--- src/rtl/qp_pkg.sv ---
// Package for the urlencoded query parser.
// Holds character codes, the size default and the hex digit decoder.
// No dependencies.
package qp_pkg;

    // Default segment buffer depth in bytes
    localparam int SEG_BYTES_DEF = 64;

    // Character codes
    localparam logic [7:0] CH_NUL   = 8'h00;
    localparam logic [7:0] CH_AMP   = 8'h26;  // '&'
    localparam logic [7:0] CH_EQ    = 8'h3D;  // '='
    localparam logic [7:0] CH_PLUS  = 8'h2B;  // '+'
    localparam logic [7:0] CH_PCT   = 8'h25;  // '%'
    localparam logic [7:0] CH_SPACE = 8'h20;

    // Escape radix is 16, so one hex digit is one nibble
    localparam int HEX_RADIX = 16;
    localparam int NIB_W     = $clog2(HEX_RADIX);

    typedef struct packed {
        logic             ok;
        logic [NIB_W-1:0] dig;
    } t_hex;

    // Map an ASCII character to its hex digit value, case-insensitive
    function automatic t_hex hex_decode(input logic [7:0] c);
        t_hex r;
        logic [7:0] d;
        r = '0;
        d = '0;
        if (c inside {[8'h30:8'h39]}) begin
            d = c - 8'h30;
            r.ok = 1'b1;
        end else if (c inside {[8'h61:8'h66]}) begin
            d = c - 8'h57;
            r.ok = 1'b1;
        end else if (c inside {[8'h41:8'h46]}) begin
            d = c - 8'h37;
            r.ok = 1'b1;
        end
        r.dig = d[NIB_W-1:0];
        return r;
    endfunction

endpackage

--- src/rtl/qp_if.sv ---
// Valid/ready channel interfaces of the urlencoded query parser.
// Input word: one query byte; output word: one decoded byte or marker.
// No dependencies.
interface qp_in_if;
    logic       valid;
    logic       ready;
    logic [7:0] in_byte;
    logic       end_of_query;

    modport source (output valid, output in_byte, output end_of_query, input ready);
    modport sink   (input valid, input in_byte, input end_of_query, output ready);
endinterface

interface qp_out_if;
    logic       valid;
    logic       ready;
    logic [7:0] out_byte;
    logic       byte_valid;
    logic       is_value;
    logic       status;
    logic       last;

    modport source (output valid, output out_byte, output byte_valid, output is_value,
                    output status, output last, input ready);
    modport sink   (input valid, input out_byte, input byte_valid, input is_value,
                    input status, input last, output ready);
endinterface

--- src/rtl/qp_store.sv ---
// Segment byte store: one write port, one registered read port.
// Depends on qp_pkg for the default depth.
module qp_store #(
    parameter int  SEG_BYTES = qp_pkg::SEG_BYTES_DEF,
    localparam int AW        = $clog2(SEG_BYTES)
) (
    input  logic          i_clk,
    input  logic          i_wr_en,
    input  logic [AW-1:0] i_wr_addr,
    input  logic [7:0]    i_wr_data,
    input  logic          i_rd_en,
    input  logic [AW-1:0] i_rd_addr,
    output logic [7:0]    o_rd_data
);
    import qp_pkg::*;

    logic [7:0] r_mem [SEG_BYTES];
    logic [7:0] r_rd_data;

    // Write incoming bytes, register the read word; hold it while not reading
    always_ff @(posedge i_clk) begin
        if (i_wr_en) begin
            r_mem[i_wr_addr] <= i_wr_data;
        end
        if (i_rd_en) begin
            r_rd_data <= r_mem[i_rd_addr];
        end
    end

    assign o_rd_data = r_rd_data;

endmodule

--- src/rtl/qp_decode.sv ---
// Decode sequencer: walks the stored segment one byte per read, runs the
// shared character/hex classifier and loads the output word register.
// Depends on qp_pkg and qp_if.
module qp_decode #(
    parameter int  SEG_BYTES = qp_pkg::SEG_BYTES_DEF,
    localparam int AW        = $clog2(SEG_BYTES),
    localparam int LW        = $clog2(SEG_BYTES + 1)
) (
    input  logic          i_clk,
    input  logic          i_rst_n,
    input  logic          i_start,
    input  logic          i_ovf,
    input  logic [LW-1:0] i_len,
    input  logic [AW-1:0] i_eq,
    output logic          o_idle,
    output logic          o_rd_en,
    output logic [AW-1:0] o_rd_addr,
    input  logic [7:0]    i_rd_data,
    qp_out_if.source      o_out
);
    import qp_pkg::*;

    typedef enum logic [5:0] {
        S_IDLE = 6'b000001,
        S_READ = 6'b000010,
        S_CHAR = 6'b000100,
        S_HEX0 = 6'b001000,
        S_HEX1 = 6'b010000,
        S_MARK = 6'b100000
    } t_dec_state;

    t_dec_state       r_state, n_state;
    logic [LW-1:0]    r_pos, n_pos;
    logic [LW-1:0]    r_end, n_end;
    logic [LW-1:0]    r_len, n_len;
    logic [AW-1:0]    r_eq, n_eq;
    logic             r_isval, n_isval;
    logic             r_ovf, n_ovf;
    logic [NIB_W-1:0] r_d0, n_d0;
    logic             r_d0ok, n_d0ok;

    logic             r_ovalid;
    logic [7:0]       r_obyte;
    logic             r_obv, r_oisval, r_ostat, r_olast;

    logic             slot_free;
    logic             ld;
    logic [7:0]       ld_byte;
    logic             ld_bv, ld_stat, ld_last;
    t_hex             hx;
    logic [7:0]       esc_val;

    assign slot_free = !r_ovalid || o_out.ready;
    assign hx        = hex_decode(i_rd_data);
    // Two digits give d0*16+d1, a lone digit gives d0
    assign esc_val   = hx.ok ? {r_d0, hx.dig} : {{(8-NIB_W){1'b0}}, r_d0};

    // Sequence the walk over name part, value part and the closing marker
    always_comb begin
        n_state = r_state;
        n_pos   = r_pos;
        n_end   = r_end;
        n_len   = r_len;
        n_eq    = r_eq;
        n_isval = r_isval;
        n_ovf   = r_ovf;
        n_d0    = r_d0;
        n_d0ok  = r_d0ok;
        o_rd_en   = 1'b0;
        o_rd_addr = r_pos[AW-1:0];
        ld      = 1'b0;
        ld_byte = CH_NUL;
        ld_bv   = 1'b0;
        ld_stat = 1'b0;
        ld_last = 1'b0;
        case (r_state)
            S_IDLE: begin
                if (i_start) begin
                    n_ovf   = i_ovf;
                    n_len   = i_len;
                    n_eq    = i_eq;
                    n_pos   = '0;
                    n_end   = LW'(i_eq);
                    n_isval = 1'b0;
                    n_state = i_ovf ? S_MARK : S_READ;
                end
            end
            S_READ: begin
                if (r_pos >= r_end) begin
                    // Part done: switch to the value, or close the pair
                    if (!r_isval) begin
                        n_pos   = LW'(r_eq) + LW'(1);
                        n_end   = r_len;
                        n_isval = 1'b1;
                    end else begin
                        n_state = S_MARK;
                    end
                end else begin
                    o_rd_en = 1'b1;
                    n_pos   = r_pos + LW'(1);
                    n_state = S_CHAR;
                end
            end
            S_CHAR: begin
                if (i_rd_data == CH_PCT) begin
                    if ((r_end - r_pos) < LW'(2)) begin
                        // Truncated escape ends this part
                        n_pos   = r_end;
                        n_state = S_READ;
                    end else begin
                        o_rd_en = 1'b1;
                        n_pos   = r_pos + LW'(1);
                        n_state = S_HEX0;
                    end
                end else if (slot_free) begin
                    ld      = 1'b1;
                    ld_byte = (i_rd_data == CH_PLUS) ? CH_SPACE : i_rd_data;
                    ld_bv   = 1'b1;
                    n_state = S_READ;
                end
            end
            S_HEX0: begin
                n_d0    = hx.dig;
                n_d0ok  = hx.ok;
                o_rd_en = 1'b1;
                n_pos   = r_pos + LW'(1);
                n_state = S_HEX1;
            end
            S_HEX1: begin
                // Drop non-hex leads and zero results
                if (!r_d0ok || esc_val == CH_NUL) begin
                    n_state = S_READ;
                end else if (slot_free) begin
                    ld      = 1'b1;
                    ld_byte = esc_val;
                    ld_bv   = 1'b1;
                    n_state = S_READ;
                end
            end
            S_MARK: begin
                if (slot_free) begin
                    ld      = 1'b1;
                    ld_stat = r_ovf;
                    ld_last = 1'b1;
                    n_state = S_IDLE;
                end
            end
            default: begin
                n_state = S_IDLE;
            end
        endcase
    end

    // Advance the sequencer
    always_ff @(posedge i_clk) begin
        if (!i_rst_n) begin
            r_state <= S_IDLE;
        end else begin
            r_state <= n_state;
        end
        r_pos   <= n_pos;
        r_end   <= n_end;
        r_len   <= n_len;
        r_eq    <= n_eq;
        r_isval <= n_isval;
        r_ovf   <= n_ovf;
        r_d0    <= n_d0;
        r_d0ok  <= n_d0ok;
    end

    // Output word register: load a new word, drop it once taken
    always_ff @(posedge i_clk) begin
        if (!i_rst_n) begin
            r_ovalid <= 1'b0;
        end else if (ld) begin
            r_ovalid <= 1'b1;
        end else if (o_out.ready) begin
            r_ovalid <= 1'b0;
        end
        if (ld) begin
            r_obyte  <= ld_byte;
            r_obv    <= ld_bv;
            r_oisval <= ld_bv & r_isval;
            r_ostat  <= ld_stat;
            r_olast  <= ld_last;
        end
    end

    assign o_out.valid      = r_ovalid;
    assign o_out.out_byte   = r_obyte;
    assign o_out.byte_valid = r_obv;
    assign o_out.is_value   = r_oisval;
    assign o_out.status     = r_ostat;
    assign o_out.last       = r_olast;
    assign o_idle           = (r_state == S_IDLE);

    // A read never goes past the end of the current part
    a_rd_in_part: assert property (@(posedge i_clk) disable iff (!i_rst_n)
        o_rd_en |-> (r_pos < r_end))
        else $error("store read beyond end of part");

    // A new segment is only handed over while the sequencer is idle
    a_start_idle: assert property (@(posedge i_clk) disable iff (!i_rst_n)
        i_start |-> (r_state == S_IDLE))
        else $error("segment start while decoding");

    // Decoded bytes are never zero
    a_no_zero: assert property (@(posedge i_clk) disable iff (!i_rst_n)
        (o_out.valid && o_out.byte_valid) |-> (o_out.out_byte != CH_NUL))
        else $error("zero byte emitted");

    // Overflow word is always a closing marker without a byte
    a_ovf_mark: assert property (@(posedge i_clk) disable iff (!i_rst_n)
        (o_out.valid && o_out.status) |-> (o_out.last && !o_out.byte_valid))
        else $error("malformed overflow marker");

endmodule

--- src/rtl/urlencoded_query_parser.sv ---
// Input: one query byte per cycle into the segment store while the sequencer is idle.
// On a terminator or end of query that closes a kept pair or an overflowed segment, the
// sequencer walks the segment: each plain byte is read and loaded as one output word, an
// escape reads '%' and two hex digits, a truncated '%' ends its part, then the parts are
// closed and the marker is loaded (only the marker on overflow); input is not ready
// meanwhile. Synchronous reset clears control state; the store needs no clearing pass.
module urlencoded_query_parser #(
    parameter int  SEG_BYTES = qp_pkg::SEG_BYTES_DEF,
    localparam int AW        = $clog2(SEG_BYTES),
    localparam int LW        = $clog2(SEG_BYTES + 1)
) (
    input  logic     i_clk,
    input  logic     i_rst_n,
    qp_in_if.sink    i_in,
    qp_out_if.source o_out
);
    import qp_pkg::*;

    logic [LW-1:0] r_len, n_len;
    logic [AW-1:0] r_eq, n_eq;
    logic          r_seen, n_seen;
    logic          r_ovf, n_ovf;

    logic          idle;
    logic          acc;
    logic          term;
    logic          full;
    logic          wr_en;
    logic [LW-1:0] len_a;
    logic [AW-1:0] eq_a;
    logic          seen_a;
    logic          ovf_a;
    logic          close_seg;
    logic          pair_ok;
    logic          start;
    logic          rd_en;
    logic [AW-1:0] rd_addr;
    logic [7:0]    rd_data;

    assign i_in.ready = idle;
    assign acc        = i_in.valid && idle;
    assign term       = (i_in.in_byte == CH_NUL) || (i_in.in_byte == CH_AMP);
    assign full       = (r_len == LW'(SEG_BYTES));
    assign wr_en      = acc && !term && !full;

    // Segment state after this word is taken in
    assign len_a  = wr_en ? (r_len + LW'(1)) : r_len;
    assign eq_a   = (wr_en && i_in.in_byte == CH_EQ) ? r_len[AW-1:0] : r_eq;
    assign seen_a = r_seen || (wr_en && i_in.in_byte == CH_EQ);
    assign ovf_a  = r_ovf || (!term && full);

    assign close_seg = acc && (term || i_in.end_of_query);
    assign pair_ok   = seen_a && (eq_a != '0) && (len_a > (LW'(eq_a) + LW'(1)));
    assign start     = close_seg && (ovf_a || pair_ok);

    // Track the open segment; clear it when it closes
    always_comb begin
        n_len  = r_len;
        n_eq   = r_eq;
        n_seen = r_seen;
        n_ovf  = r_ovf;
        if (close_seg) begin
            n_len  = '0;
            n_eq   = '0;
            n_seen = 1'b0;
            n_ovf  = 1'b0;
        end else if (acc) begin
            n_len  = len_a;
            n_eq   = eq_a;
            n_seen = seen_a;
            n_ovf  = ovf_a;
        end
    end

    always_ff @(posedge i_clk) begin
        if (!i_rst_n) begin
            r_len  <= '0;
            r_eq   <= '0;
            r_seen <= 1'b0;
            r_ovf  <= 1'b0;
        end else begin
            r_len  <= n_len;
            r_eq   <= n_eq;
            r_seen <= n_seen;
            r_ovf  <= n_ovf;
        end
    end

    qp_store #(
        .SEG_BYTES (SEG_BYTES)
    ) u_store (
        .i_clk     (i_clk),
        .i_wr_en   (wr_en),
        .i_wr_addr (r_len[AW-1:0]),
        .i_wr_data (i_in.in_byte),
        .i_rd_en   (rd_en),
        .i_rd_addr (rd_addr),
        .o_rd_data (rd_data)
    );

    qp_decode #(
        .SEG_BYTES (SEG_BYTES)
    ) u_decode (
        .i_clk     (i_clk),
        .i_rst_n   (i_rst_n),
        .i_start   (start),
        .i_ovf     (ovf_a),
        .i_len     (len_a),
        .i_eq      (eq_a),
        .o_idle    (idle),
        .o_rd_en   (rd_en),
        .o_rd_addr (rd_addr),
        .i_rd_data (rd_data),
        .o_out     (o_out)
    );

endmodule
--- src/flat_wrapper.sv ---
// flat-port wrapper written by rule: the top's interface ports become plain ports
module urlencoded_query_parser_flat import qp_pkg::*;
#(
    parameter int  SEG_BYTES = qp_pkg::SEG_BYTES_DEF,
    localparam int AW        = $clog2(SEG_BYTES),
    localparam int LW        = $clog2(SEG_BYTES + 1)
)
  (i_clk, i_rst_n, i_in_valid, i_in_in_byte, i_in_end_of_query, i_in_ready, o_out_valid, o_out_out_byte, o_out_byte_valid, o_out_is_value, o_out_status, o_out_last, o_out_ready);
  qp_in_if i_in_i ();
  qp_out_if o_out_i ();
  input  logic i_clk;
  input  logic i_rst_n;
  input wire logic [$bits(i_in_i.valid)-1:0] i_in_valid;
  input wire logic [$bits(i_in_i.in_byte)-1:0] i_in_in_byte;
  input wire logic [$bits(i_in_i.end_of_query)-1:0] i_in_end_of_query;
  output wire logic [$bits(i_in_i.ready)-1:0] i_in_ready;
  output wire logic [$bits(o_out_i.valid)-1:0] o_out_valid;
  output wire logic [$bits(o_out_i.out_byte)-1:0] o_out_out_byte;
  output wire logic [$bits(o_out_i.byte_valid)-1:0] o_out_byte_valid;
  output wire logic [$bits(o_out_i.is_value)-1:0] o_out_is_value;
  output wire logic [$bits(o_out_i.status)-1:0] o_out_status;
  output wire logic [$bits(o_out_i.last)-1:0] o_out_last;
  input wire logic [$bits(o_out_i.ready)-1:0] o_out_ready;
  assign i_in_i.valid = i_in_valid;
  assign i_in_i.in_byte = i_in_in_byte;
  assign i_in_i.end_of_query = i_in_end_of_query;
  assign i_in_ready = i_in_i.ready;
  assign o_out_valid = o_out_i.valid;
  assign o_out_out_byte = o_out_i.out_byte;
  assign o_out_byte_valid = o_out_i.byte_valid;
  assign o_out_is_value = o_out_i.is_value;
  assign o_out_status = o_out_i.status;
  assign o_out_last = o_out_i.last;
  assign o_out_i.ready = o_out_ready;
  urlencoded_query_parser #(.SEG_BYTES(SEG_BYTES)) u_core (.i_clk(i_clk), .i_rst_n(i_rst_n), .i_in(i_in_i), .o_out(o_out_i));
endmodule
--- config.mk ---
export PLATFORM = sky130hd
export DESIGN_NAME = urlencoded_query_parser_flat
export DESIGN_NICKNAME = d
export VERILOG_FILES = /design/src/rtl/qp_pkg.sv /design/src/rtl/qp_if.sv /design/src/rtl/qp_store.sv /design/src/rtl/qp_decode.sv /design/src/rtl/urlencoded_query_parser.sv /design/src/flat_wrapper.sv
export SDC_FILE = /design/constraint.sdc
export NUM_CORES = 1
export LEC_CHECK = 0
export BUFFER_PORTS_ARGS = -buffer_cell sky130_fd_sc_hd__buf_2
export CORE_ASPECT_RATIO = 1.25
export CORE_MARGIN = 5
export CORE_UTILIZATION = 45
export CTS_BUF_LIST = sky130_fd_sc_hd__clkbuf_8
export CTS_CLUSTER_DIAMETER = 150
export DETAILED_ROUTE_END_ITERATION = 6
export HOLD_SLACK_MARGIN = 0.08
export PLACE_DENSITY = 0.56
export SYNTH_ARGS = -nofsm -noshare
export SYNTH_HDL_FRONTEND = slang
export SYNTH_SLANG_ARGS = --single-unit
--- constraint.sdc ---
create_clock -name i_clk -period 4.7 [get_ports i_clk]
set_input_delay 0.235 -clock i_clk [delete_from_list [all_inputs] [get_ports i_clk]]
set_output_delay 0.235 -clock i_clk [all_outputs]
set_load 0.005 [all_outputs]
After elaboration in Yosys (flattened, before gate mapping). Memory sizes are Yosys's and may differ from the RTL's. A register that Yosys moved wholly into a read port is not among the register bits. Index checks and enable logic that the tools add are counted.

Bitwise logic cells: 2. $mul: 0. Reduce and logical (&&, ||, !) cells: 36. Divide/modulo/power cells: 0. Add/sub/neg operators: 8. Muxes and demuxes: 51. Equality and inequality tests: 18. $lt $le $gt $ge: 9. Shift-type cells: 0.

Operators with widths (count): 2-to-1 mux 7 bit (9); 2-to-1 mux 6 bit (9); 2-to-1 mux 8 bit (6); one-hot mux 6 bit (6 select lines) (1); == test 8 x 6 -> 1 bit, second input constant (4); one-hot mux 7 bit (4 select lines) (1); greater-or-equal comparator 8 x 7 -> 1 bit, second input constant (2); less-or-equal comparator 8 x 7 -> 1 bit, second input constant (2); logical NOT 8 bit (2); 2-to-1 mux 4 bit (4); one-hot mux 8 bit (2 select lines) (1); 2-to-1 mux 1 bit (15); adder 6 x 1 -> 7 bit, second input constant (2); adder 7 x 1 -> 7 bit, second input constant (2); one-hot mux 7 bit (2 select lines) (1); logical AND 1 bit (12); != test 2 bit, second input constant (5); greater-or-equal comparator 8 x 6 -> 1 bit, second input constant (1); less-or-equal comparator 8 x 6 -> 1 bit, second input constant (1); AND reduction 4 bit (2); subtractor 4 x 3 -> 4 bit, second input constant (2); == test 7 bit, second input constant (1); greater-or-equal comparator 7 bit (1); greater-than comparator 7 bit (1); 22 further kinds (37).

Output and inout bits: 14. Bits in writable memories: 512. Register bits: 68. Logic and storage cells: 144. Memories kept: 1. Bits in latches: 0. Bits of input ports: 13. Memory bits (read-only): 0.

Memories: u_core.u_store.r_mem (words 64, width 8, rd ports 1, clocked after Yosys merged registers in 1, write ports 1, line qp_store.sv:17) `logic [7:0] r_mem [SEG_BYTES];`.

Logic depth before layout (Yosys ltp).
Depth in word-level cells: 14. Depth in mapped cells: 17. Depth with buffers taken out: 15.

By module. Synthesis repeated with hierarchy kept, for this count alone.

Cell total of the unflattened synthesis: 1354. Area, all modules: 24400.9 um^2.

Modules (own cells, without submodules): qp_store (area an instance 20246.9 um^2, cells each 940, seq. area each 15615.0 um^2, times used 1); qp_decode (area an instance 3039.2 um^2, cells each 290, seq. area each 1521.5 um^2, times used 1); urlencoded_query_parser (area an instance 1114.8 um^2, cells each 124, seq. area each 300.3 um^2, times used 1).

Least setup slack after synthesis. No wires, ideal clock.

Kind: register to register. From: reg u_core.r_len[0]. To: reg u_core.u_decode.r_pos[0], enable pin. Required time: 4.320 ns. Setup slack: 0.629 ns. Path buffers: 2. Arrival: 3.691 ns. Cell stages (with the launch flop): 17. Library setup time: 0.380 ns. Clock period less this slack: 4.071 ns. Cells stage by stage: dfxtp_1 -> clkbuf_1 -> inv_1 -> ha_1 -> nand2_1 -> or3_4 -> and4_4 -> buf_6 -> mux2_4 -> nor3_4 -> xnor2_1 -> ha_1 -> and4_1 -> nand3_1 -> a2111oi_4 -> nor3_1 -> nor3_1.

Cells in the longest elaborated chain, start to end: 12. Elaborated cells between the ends (all ways): 19. Classes of those cells: add/sub: 2; order compare: 1; eq/ne: 2; mux: 2; reduce/logical: 12.

Ends and longest elaborated chain: start: declaration (line urlencoded_query_parser.sv:19) `logic [LW-1:0] r_len, n_len;`; start signal: assignment (line urlencoded_query_parser.sv:82) `r_len <= n_len;`; == test 7 bit (line urlencoded_query_parser.sv:43) `assign full = (r_len == LW'(SEG_BYTES));`; logical NOT 1 bit (line urlencoded_query_parser.sv:44) `assign wr_en = acc && !term && !full;`; logical AND 1 bit (line urlencoded_query_parser.sv:44); logical AND 1 bit (line urlencoded_query_parser.sv:48, urlencoded_query_parser.sv:49); 2-to-1 mux 6 bit (line urlencoded_query_parser.sv:48) `assign eq_a = (wr_en && i_in.in_byte == CH_EQ) ? r_len[AW-1:0] : r_eq;`; adder 6 x 1 -> 7 bit / nonzero test 6 bit (equally long branches) (line urlencoded_query_parser.sv:53) `assign pair_ok = seen_a && (eq_a != '0) && (len_a > (LW'(eq_a) + LW'(1)));`; greater-than comparator 7 bit / logical AND 1 bit (equally long branches) (line urlencoded_query_parser.sv:53); logical AND 1 bit (line urlencoded_query_parser.sv:53); logical OR 1 bit (*) (line urlencoded_query_parser.sv:54) `assign start = close_seg && (ovf_a || pair_ok);`; logical AND 1 bit (*) (line urlencoded_query_parser.sv:54); != test 2 bit (no source line) (*); AND reduction 4 bit (no source line) (*); end signal: assignment (line qp_decode.sv:161) `r_pos <= n_pos;`; end: declaration (line qp_decode.sv:33) `logic [LW-1:0] r_pos, n_pos;`.

Mark *: on every way between the ends. The rest lies on a longest branch, timed or not. A chain may end at the register's enable or synchronous reset.

Final worst setup path.
From: in i_in_in_byte[5]. To: reg u_core.u_decode.r_pos[6], enable pin.

Cells in the longest elaborated chain, start to end: 14. Elaborated cells between the ends (all ways): 24. Classes of those cells: add/sub: 1; order compare: 1; eq/ne: 3; mux: 2; reduce/logical: 17.

Ends and longest elaborated chain: start: declaration (line flat_wrapper.sv:14) `input wire logic [$bits(i_in_i.in_byte)-1:0] i_in_in_byte;`; == test 8 x 6 -> 1 bit / logical NOT 8 bit (equally long branches) (line urlencoded_query_parser.sv:42) `assign term = (i_in.in_byte == CH_NUL) || (i_in.in_byte == CH_AMP);`; logical OR 1 bit (line urlencoded_query_parser.sv:42); logical NOT 1 bit (line urlencoded_query_parser.sv:44, urlencoded_query_parser.sv:50); logical AND 1 bit (2 in series) (line urlencoded_query_parser.sv:44); logical AND 1 bit (line urlencoded_query_parser.sv:48, urlencoded_query_parser.sv:49); 2-to-1 mux 6 bit (line urlencoded_query_parser.sv:48); adder 6 x 1 -> 7 bit / nonzero test 6 bit (equally long branches) (line urlencoded_query_parser.sv:53); greater-than comparator 7 bit / logical AND 1 bit (equally long branches) (line urlencoded_query_parser.sv:53); logical AND 1 bit (line urlencoded_query_parser.sv:53); logical OR 1 bit (line urlencoded_query_parser.sv:54); logical AND 1 bit (*) (line urlencoded_query_parser.sv:54); != test 2 bit (no source line) (*); AND reduction 4 bit (no source line) (*).

Marks and branches as above.

==> flow_summary.json <==
{
  "outcome": "finished, final reports clean",
  "cp.required_ns": 5.09,
  "reg2reg_from": "u_core.u_decode.r_state[2]",
  "ios": 27,
  "syn_to_final_growth_pct": 11.4,
  "drc": 0,
  "multi_input_area_um2": 6670,
  "maxCapViolations": 0,
  "gp_congestion": 0.846,
  "crit_start": "i_in_in_byte[5]",
  "cts_made_buffers": 91,
  "power.leakage_nw": 8.64,
  "reg2reg_slack_ns": 0.63,
  "critPathSlowestCell": "dlygate4sd3_1",
  "first_iter_violations": 1291,
  "avgSynthCellArea_um2": 16.6,
  "synth-xor-area-share_pct": 0.713,
  "max_freq_ghz": 0.234,
  "synth_cell_types": 81,
  "crit_path_end_kind": "flip-flop",
  "row_count": 95,
  "p_clk_share_pct": 39.0,
  "synthMuxAreaShare_pct": 12.4,
  "synth_edf_count": 566,
  "tightest_slew_ns": 1.18,
  "dpl-instance-area_um2": 25700,
  "clock-sinks": 588,
  "io_buffers": 26,
  "crit_chain": "dlygate4sd3_1 -> buf_2 -> or4bb_1 -> nor2_1 -> and4_4 -> mux2i_2 -> nor3_4 -> xnor2_1 -> ha_1 -> and4_1 -> nand3_1 -> a2111oi_4 -> nor3_1 -> nor3_1 -> buf_4",
  "slew_headroom_pct": 21.7,
  "clk_root_buffer_cell": "clkbuf_8",
  "skew_ns": 0.0307,
  "drt-pass1-iter-count": 5,
  "p_comb_share_pct": 1.9,
  "synth-compound-area-share_pct": 7.06,
  "vias": 13660,
  "start_util_pct": 45.5,
  "fp.dieW_um": 219,
  "slew_viol_final": 0,
  "grt-ovfl-total": 0,
  "internal_power_w": 0.00764,
  "fin_util_pct": 50.7,
  "period_share_pct": 90.7,
  "yosys_warnings": 0,
  "seqCellArea_um2": 17400,
  "grt_max_degree": 108,
  "grt_pass1_vias": 13835,
  "grt_pass1_wl_um": 90500,
  "synth_area_um2": 24600,
  "die-area_um2": 59400,
  "synthCells": 1477,
  "worstSkewPairLatency_ns": 0.67,
  "postCtsSetupBuffers": 0,
  "setup_tns_ns": 0,
  "cp_max_fo": 10,
  "power_frac_seq_pct": 59.1,
  "crit_arrival_ns": 4.65,
  "wl_per_cell_um": 25.6,
  "cpMostUsedCell": "nor3_1",
  "p_sw_w": 0.00209,
  "synth_fp_nets": 1511,
  "synth-adder-area-share_pct": 1.10,
  "path_clk_slew_ns": 0.06,
  "fin_crit_ns": 4.26,
  "synth-seq-area-share_pct": 71.0,
  "crit_type": "in2reg",
  "ys.flop_type": "edfxtp_1",
  "die_h_um": 271,
  "grt_setup_unrepaired": "false",
  "ir_worst_vdd_mv": 0.204,
  "clk_path_buf_depth": 3,
  "start_kind": "input port",
  "synth_top_family_by_area": "multiplexers",
  "setup_slack_ns": 0.435,
  "hp-class": "in2reg",
  "hpwl_um": 38900,
  "htreeDepth": 3,
  "nFillCells": 4578,
  "final_cell_area_um2": 27400,
  "synthArstFlopShare_pct": 0,
  "antenna_found_initial": 2,
  "track_usage_pct": 20.5,
  "drtAntennaViolNets": 0,
  "drive_above_1_share_pct": 17.0,
  "yosys.area_share.simple_pct": 5.89,
  "ys_ff_latch": 588,
  "setup_viol": 0,
  "viasPerCell": 5.74,
  "power_density_nw_per_um2": 356,
  "cpPeakStageDelay_ns": 0.62,
  "hold_violations": 0,
  "post-place-ws_ns": 0.352,
  "cts_tree": "built",
  "drt_wl_total_um": 61000,
  "core_area_um2": 54000,
  "nets": 1614,
  "min_from": "i_in_in_byte[0]",
  "p_sw_share_pct": 21.4
}
## placed cells by master, fill, tap and decap left out, drive strengths merged, types with 6 or more instances in the layout
cell type,count
nor3,19
nand3,18
nor4,7
mux4,72
and3,8
edfxtp,566
mux2i,138
inv,75
clkinv,29
nand4,8
nor2b,13
dlygate4sd3,7
nand2,32
ha,20
o22ai,32
xnor2,15
o21ai,26
nor2,136
a211oi,7
buf,78
or3,6
o211ai,6
o221ai,69
a21oi,50
clkbuf,94
dfxtp,22
nand2b,7
## path summary, 6_finish.rpt
check,end,depth (start not counted)
max,u_core.u_decode.r_pos[6],15
min,u_core.u_store.r_mem[56][0],2
max reg2reg,u_core.u_decode.r_pos[6],13
min reg2reg,u_core.u_decode.r_end[6],1
## Yosys cell counts, types with 22 or more instances
library cell / number / area share (%)
o22ai_1: 32 / 0.82
inv_1: 32 / 0.49
clkbuf_1: 44 / 0.67
nand2_1: 32 / 0.49
mux2i_1: 136 / 5.5
mux4_2: 72 / 6.6
o221ai_1: 69 / 2.5
nor2_1: 136 / 2.1
dfxtp_1: 22 / 1.8
edfxtp_1: 566 / 69
buf_2: 22 / 0.45
o21ai_0: 26 / 0.53
a21oi_1: 48 / 0.98
## through the flow
stage	power, W	hold slack [ns]	cells
detailed placement	0.00604	0.464	2207
CTS	0.00984	0.0852	2378
global route	0.0101	0.128	2379
finish	0.00973	0.151	2379
global placement	0.00603	0.457	2207
floorplan	0.00591	0.334	1477
## logic make-up (layout without fill, tap and decap cells)
group                    after synthesis  in the layout
flip-flops                           588            588
adder cells (fa/ha/maj)               21             21
AO/OA/AOI/OAI                        240            240
buffers and inverters                110            284
multiplexers                         211            211
AND/OR/NAND/NOR                      287            287
XOR/XNOR                              20             20
other                                  0              1
## final cells by class
class                      instances  share of cell area, %
clock buffer                      94                   4.73
antenna                            1                0.00915
inverter                          35                  0.480
tap                              727                   3.33
sequential                       588                   63.7
multi-input combinational        779                   24.4
timing repair buffer              85                   2.25
clock inverter                    70                   1.10
## critical path: cells and delay by family
kind | cells | cell delay [ns]
AOI/OAI and AO/OA | 1 | 0.39
xor gates and xnor gates | 1 | 0.15
adders and majority gates | 1 | 0.29
buffers and inverters | 3 | 1.10
muxes | 1 | 0.41
and+or+nand+nor | 8 | 2.05
## power by group through the flow
stage / sequential (W) / clock [W] / combinational, W
floorplan: 0.00586 / 0 / 0.0000516
global placement: 0.00586 / 0 / 0.000174
detailed placement: 0.00586 / 0 / 0.000178
CTS: 0.00575 / 0.00390 / 0.000185
global route: 0.00575 / 0.00415 / 0.000197
finish: 0.00575 / 0.00380 / 0.000183
## flip-flops by register name (all words and copies together) (netlist names), 4 cells and up
| register | count |
|---|---|
| u_core.r_eq | 6 |
| u_core.r_len | 7 |
| u_core.u_decode.o_out.out_byte | 8 |
| u_core.u_decode.r_d0 | 4 |
| u_core.u_decode.r_end | 7 |
| u_core.u_decode.r_eq | 6 |
| u_core.u_decode.r_len | 7 |
| u_core.u_decode.r_pos | 7 |
| u_core.u_decode.r_state | 6 |
| u_core.u_store.o_rd_data | 8 |
| u_core.u_store.r_mem | 512 |
## metal layers
metal	share of wire [%]	up-vias	routed length [um]	global-route usage, %
met3	5.0	107	3050	3.08
met2	49	418	30000	33.3
li1	-	6192	-	-
met1	42	6943	25800	28.0
met4	3.4	0	2100	8.32
met5	0	-	0	0
## what timing repair did
action,in CTS,in global routing
hold buffers,7,0
endpoints found under the setup margin,0,0
endpoints found under the hold margin,56,0
gates resized for setup,0,0
(Power assumes the default switching activity.)
